<file path="src/sv/tcpd_pkg.sv">
// ----------------------------------------------------------------------------
// Text card port decoder package
// Widths, port codes, register indexes and shared types of the text card.
// ----------------------------------------------------------------------------
package tcpd_pkg;

   localparam int RAM_SIZE_DEF  = 2048;
   localparam int REG_COUNT_DEF = 18;

   localparam int DATA_W     = 8;
   localparam int PORT_W     = 16;
   localparam int CMD_W      = 2;
   localparam int CNT_W      = 8;
   localparam int PHASE_W    = 12;
   localparam int SUM_W      = PHASE_W + 1;
   localparam int STEP_W     = 4;
   localparam int SEL_W      = 5;
   localparam int CSR_IDX_W  = 2;
   localparam int CSR_DATA_W = 12;

   localparam logic [CMD_W-1:0] CMD_READ  = 2'd0;
   localparam logic [CMD_W-1:0] CMD_WRITE = 2'd1;
   localparam logic [CMD_W-1:0] CMD_TICK  = 2'd2;

   localparam logic [CSR_IDX_W-1:0] CSR_PRESENT = 2'd0;
   localparam logic [CSR_IDX_W-1:0] CSR_LINE    = 2'd1;
   localparam logic [CSR_IDX_W-1:0] CSR_BLANK   = 2'd2;

   localparam logic [DATA_W-1:0] PORT_RAM_MASK = 8'hf8;
   localparam logic [DATA_W-1:0] PORT_RAM_BASE = 8'h40;
   localparam logic [DATA_W-1:0] PORT_SELECT   = 8'h48;
   localparam logic [DATA_W-1:0] PORT_DATA     = 8'h49;
   localparam logic [DATA_W-1:0] PORT_STATUS   = 8'h4c;

   localparam logic [DATA_W-1:0] STATUS_BASE  = 8'h02;
   localparam logic [DATA_W-1:0] STATUS_BLANK = 8'h01;
   localparam logic [DATA_W-1:0] FILL_BYTE    = 8'h20;
   localparam logic [DATA_W-1:0] NO_DATA      = 8'hff;

   localparam logic [PHASE_W-1:0] LINE_RESET  = 12'd256;
   localparam logic [PHASE_W-1:0] BLANK_RESET = 12'd64;

   typedef struct packed {
      logic [DATA_W-1:0] read_data;
      logic              port_hit;
   } tcpd_rsp_word_type;

   typedef struct packed {
      logic fast;
      logic done;
   } tcpd_phase_stat_type;

endpackage

</file>
<file path="src/sv/tcpd_phase.sv">
// ----------------------------------------------------------------------------
// Text card line phase unit
// Holds the scan-line phase and advances it modulo the line length, at once
// when at most one subtraction is needed and bit by bit otherwise.
// ----------------------------------------------------------------------------
module tcpd_phase (
   input  logic                              clock,
   input  logic                              reset,
   input  logic                              start,
   input  logic [tcpd_pkg::CNT_W-1:0]        tick_count,
   input  logic [tcpd_pkg::PHASE_W-1:0]      line_len,
   output logic [tcpd_pkg::PHASE_W-1:0]      phase,
   output tcpd_pkg::tcpd_phase_stat_type     stat
);

   logic [tcpd_pkg::PHASE_W-1:0] phase_ff, phase_in;
   logic                         busy_ff, busy_in;
   logic [tcpd_pkg::STEP_W-1:0]  cnt_ff, cnt_in;
   logic [tcpd_pkg::SUM_W-1:0]   num_ff, num_in;
   logic [tcpd_pkg::PHASE_W-1:0] rem_ff, rem_in;

   logic [tcpd_pkg::SUM_W-1:0]   sum;
   logic [tcpd_pkg::SUM_W-1:0]   line_ext;
   logic [tcpd_pkg::SUM_W-1:0]   diff;
   logic                         len_zero;
   logic                         sum_lt;
   logic                         diff_lt;
   logic                         fast;
   logic [tcpd_pkg::SUM_W-1:0]   trial;
   logic [tcpd_pkg::SUM_W-1:0]   trial_next;
   logic                         last_step;

   assign sum      = {1'b0, phase_ff} + tcpd_pkg::SUM_W'(tick_count);
   assign line_ext = {1'b0, line_len};
   assign diff     = sum - line_ext;
   assign len_zero = (line_len == '0);
   assign sum_lt   = (sum < line_ext);
   assign diff_lt  = (diff < line_ext);
   assign fast     = len_zero || sum_lt || diff_lt;

   assign trial      = {rem_ff, num_ff[tcpd_pkg::SUM_W-1]};
   assign trial_next = (trial >= line_ext) ? (trial - line_ext) : trial;
   assign last_step  = busy_ff && (cnt_ff == '0);

   always_comb begin
      phase_in = phase_ff;
      busy_in  = busy_ff;
      cnt_in   = cnt_ff;
      num_in   = num_ff;
      rem_in   = rem_ff;
      if (busy_ff) begin
         num_in = {num_ff[tcpd_pkg::SUM_W-2:0], 1'b0};
         rem_in = trial_next[tcpd_pkg::PHASE_W-1:0];
         cnt_in = cnt_ff - 1'b1;
         if (last_step) begin
            busy_in  = 1'b0;
            phase_in = trial_next[tcpd_pkg::PHASE_W-1:0];
         end
      end else if (start) begin
         priority if (len_zero) begin
            phase_in = '0;
         end else if (sum_lt) begin
            phase_in = sum[tcpd_pkg::PHASE_W-1:0];
         end else if (diff_lt) begin
            phase_in = diff[tcpd_pkg::PHASE_W-1:0];
         end else begin
            busy_in = 1'b1;
            num_in  = sum;
            rem_in  = '0;
            cnt_in  = tcpd_pkg::STEP_W'(tcpd_pkg::SUM_W - 1);
         end
      end
   end

   always_ff @(posedge clock) begin
      if (reset) begin
         phase_ff <= '0;
         busy_ff  <= 1'b0;
         cnt_ff   <= '0;
      end else begin
         phase_ff <= phase_in;
         busy_ff  <= busy_in;
         cnt_ff   <= cnt_in;
      end
      num_ff <= num_in;
      rem_ff <= rem_in;
   end

   assign phase     = phase_ff;
   assign stat.fast = fast;
   assign stat.done = last_step;

endmodule

</file>
<file path="config.mk">
export PLATFORM = sky130hd
export DESIGN_NAME = tcpd_phase
export DESIGN_NICKNAME = d
export VERILOG_FILES = /design/src/sv/tcpd_pkg.sv /design/src/sv/tcpd_phase.sv
export SDC_FILE = /design/constraint.sdc
export NUM_CORES = 1
export LEC_CHECK = 0
export BUFFER_PORTS_ARGS = -buffer_cell sky130_fd_sc_hd__buf_2
export CAP_MARGIN = 20
export CORE_AREA = 2 2 85 87
export DETAILED_ROUTE_END_ITERATION = 8
export DIE_AREA = 0 0 87 89
export HOLD_SLACK_MARGIN = 0.02
export PLACE_DENSITY = 0.79
export SLEW_MARGIN = 10
export SYNTH_ARGS = -nofsm -noshare
export SYNTH_HDL_FRONTEND = slang
export SYNTH_SLANG_ARGS = --single-unit
export TNS_END_PERCENT = 20
</file>
<file path="constraint.sdc">
create_clock -name clock -period 8.1 [get_ports clock]
set_input_delay 2.025 -clock clock [delete_from_list [all_inputs] [get_ports clock]]
set_output_delay 2.025 -clock clock [all_outputs]
set_load 0.02 [all_outputs]
</file>
==> flow_summary.ini <==
[run_status]
status = complete, no violations

[clocking]
numCtsBuffers = 5
htree_levels = 2
cts_tree = done
clk_path_buf_depth = 2
root_buffer = clkbuf_8
cts.sinks = 42
worstSkewPairLatency_ns = 0.31
clkTransAtPathRegs_ns = 0.09

[place]
place_ws_ns = 0.00175
hpwl_um = 7780
place_area_um2 = 4220
place_congestion = 0.923
port_buffers = 36
dp.cells = 546

[global_route]
grt_max_degree = 38
antenna_found_initial = 0
gr-usage-all-layers_pct = 26.6
grt_pass1_wl_um = 16000
first_global_vias = 3328
globalRouteOverflowTotal = 0

[synthesis]
yosys.area_share.simple_pct = 14.9
synth_xor_area_share_pct = 5.02
synth_top_family_by_area = compound AO/OA/AOI/OAI gates
synthArstFlopShare_pct = 0
postSynthRegisterBits = 42
synth_cell_type_count = 65
synth.avg_cell_area_um2 = 9.13
synth.area.mux_share_pct = 4.80
ys_seq_area_share_pct = 26.9
netlist_area_um2 = 4020
synthAdderAreaFrac_pct = 15.8
synth_flop_cell = edfxtp_1
synthesis.nets = 512
synth_edf_count = 24
synth_warnings = 0
syn_inst = 440
synth-compound-area-share_pct = 26.8

[critical_path]
r2r_start = phase[0]
r2r_slack_ns = 2.89
r2r_cells = 21
critPathArrivalTime_ns = 5.81
crit_required_ns = 6.08
end_kind = output port
path_max_fanout = 3
path_delay_family = compound AO/OA/AOI/OAI gates
path_buf_inv = 2
path_cells = buf_2, ha_1, fa_2, a21oi_2, and2b_2, nor2_2, xnor2_2, ha_1, o21ai_0, o211ai_1, a31o_2, a21oi_1, xnor2_1, ha_1, a2111oi_2, o211ai_1, a22oi_2, nor2_1, nand2_1, buf_2
timing.rr.end = rem_ff[7]
cp_slowest_stage_delay_ns = 0.38
critPathSlowestCell = fa_2
worstSetupPathType = in2out
cpMostUsedCell = ha_1
crit_path_start_kind = input pin

[cells_and_area]
syn_to_final_growth_pct = 9.85
diodes = 0
post-route-util_pct = 65.6
nets = 547
instances_no_fill = 556
design_area_um2 = 4410
nFillCells = 566
drive_gt1_share_pct = 22.1

[worst_hold_path]
min_from = phase[6]
hold_class = reg2reg
hold_depth = 2
whs_endpoint = phase[6]

[power]
peakVddDrop_v = 0.000245
fin_total_pwr_mw = 1.99
power_frac_comb_pct = 72.3
power.share.clock_pct = 8.4
seqPwrFrac_pct = 19.4
p_sw_mw = 0.964
leakage_nw = 1.88
p_int_mw = 1.03
power_density_nw_per_um2 = 452
switching_share_pct = 48.4

[sta]
fmax_mhz = 128
tightest_slew_ns = 0.777
finalWorstSetupSlack_ns = 0.265
fin_setup_tns_ns = 0
relSlewSlack_pct = 47.8
setup-violations-final = 0
min_period_ns = 7.84
hold_viol_final = 0
hold_slack_ns = 0.525
clock_skew_ns = 0.0131
rsz0062_at_grt = no
drv_slew = 0
finalCritPeriodShare_pct = 96.7

[route]
dr.pass1.iters = 4
wire_per_inst_um = 18.2
ant_nets = 0
finalWirelength_um = 10100
drc = 0
vias = 3508
drt_iter0_drc = 211
via_per_inst = 6.31

[run]
cap_viol_max_count = 0

[die]
die_h_um = 89
die_area_um2 = 7740
row_count = 30
start_util_pct = 59.8
die_w_um = 87
coreArea_um2 = 6720
num_io_pins = 37
[kinds of logic after synthesis]
logic type / count (synthesis)
flip-flops: 42
adder cells (fa/ha/maj): 49
AND/OR/NAND/NOR: 120
multiplexers: 17
buffers and inverters: 46
AO/OA/AOI/OAI: 143
XOR/XNOR: 23
[final cells by class]
type,count,area (µm²),share of cell area [%]
multi-input combinational,352,2760,62.6
clock inverter,2,18.8,0.426
inverter,29,109,2.47
clock buffer,6,93.8,2.13
timing repair buffer,45,248,5.62
tap,80,100,2.27
sequential,42,1080,24.5
[per-layer routing]
| layer | vias to the layer above | track usage, % | share of wire, % | routed length, µm |
|---|---|---|---|---|
| met4 | 0 | 9.23 | 1.6 | 161 |
| met1 | 1665 | 34.9 | 46 | 4610 |
| met3 | 14 | 3.88 | 5.1 | 516 |
| met5 | - | 0 | 0 | 0 |
| li1 | 1729 | - | - | - |
| met2 | 100 | 45.0 | 48 | 4830 |
[how the worst max path moves through the flow]
stage | slack (ns) | start | cells after the start | end
2_1_floorplan | 0.51 | tick_count[0] | 19 | stat[1]
3_3_place_gp | 0.14 | tick_count[0] | 20 | stat[1]
3_5_place_dp | 0.002 | tick_count[0] | 20 | stat[1]
4_1_cts | 0.09 | tick_count[1] | 19 | stat[1]
5_1_grt | 0.006 | tick_count[0] | 20 | stat[1]
6_report | 0.26 | tick_count[0] | 20 | stat[1]
[synthesized netlist by cell type, types with 3 or more instances]
cell type / count / area [µm²]
a21oi_1: 29 / 145
edfxtp_1: 24 / 721
nor4_1: 5 / 31.3
or2_2: 4 / 25.0
a21o_1: 7 / 52.6
ha_1: 46 / 576
nor3_1: 10 / 50.1
fa_1: 3 / 60.1
nand2b_1: 4 / 25.0
nand4_1: 7 / 43.8
nor2_1: 34 / 128
a22o_1: 11 / 96.3
o21bai_1: 3 / 22.5
or3_1: 4 / 25.0
a21oi_2: 4 / 35.0
nor2b_1: 4 / 25.0
buf_6: 4 / 45.0
buf_4: 4 / 30.0
mux2_4: 3 / 45.0
a21o_2: 3 / 26.3
a211o_1: 4 / 35.0
nand2_1: 28 / 105
clkbuf_1: 5 / 18.8
o31ai_1: 3 / 22.5
o21a_1: 6 / 45.0
inv_1: 28 / 105
xnor2_1: 16 / 140
a211oi_1: 9 / 67.6
xor2_1: 7 / 61.3
mux2_2: 6 / 67.6
o31a_1: 4 / 35.0
a211oi_2: 7 / 87.6
mux2i_1: 8 / 80.1
o211ai_1: 5 / 37.5
o21ai_1: 6 / 30.0
a31oi_1: 3 / 18.8
nand3_1: 9 / 45.0
dfxtp_1: 18 / 360
o21ai_0: 17 / 85.1
[layout by cell type, fill, tap and decap left out, types with 4 or more instances in the layout]
cell	instances
buf_2	36
o31a_1	4
inv_1	28
edfxtp_1	24
nor2_1	33
or3_1	4
a211oi_2	8
nand4_1	7
o211ai_1	5
a21oi_2	6
dfxtp_1	18
mux2_2	6
nor3_1	10
nand2_1	28
or2_2	4
mux2i_1	8
nand2b_1	4
o21a_1	6
o21ai_1	9
buf_4	9
nor4_1	5
a21oi_1	27
ha_1	45
nor2b_1	4
a21o_1	7
xnor2_1	14
a211oi_1	8
clkbuf_8	5
a211o_1	4
o21ai_0	14
xor2_1	7
a22o_1	11
nand3_1	9
[worst min-delay path, cell delays in order (launching register included)]
cell and delay [ns]:
dfxtp_1 0.33, nor2_1 0.10, a211oi_1 0.05
[power by group through the flow]
stage	combinational [mW]	clock (mW)	sequential [mW]
floorplan	1.06	0	0.402
global placement	1.33	0	0.387
detailed placement	1.36	0	0.390
CTS	1.37	0.172	0.385
global route	1.58	0.178	0.396
finish	1.44	0.167	0.386
[what timing repair did]
item,in CTS,in global routing
resized for setup,1,14
hold buffers,0,0
endpoints found under the setup margin,1,1
pin swaps,0,9
setup buffers,0,2
[state kept, by name, summed over array words and instances (netlist names)]
signal,flops
cnt_ff,4
num_ff,13
busy_ff,1
phase,12
rem_ff,12
No activity file was read; power rests on OpenSTA's default activity.
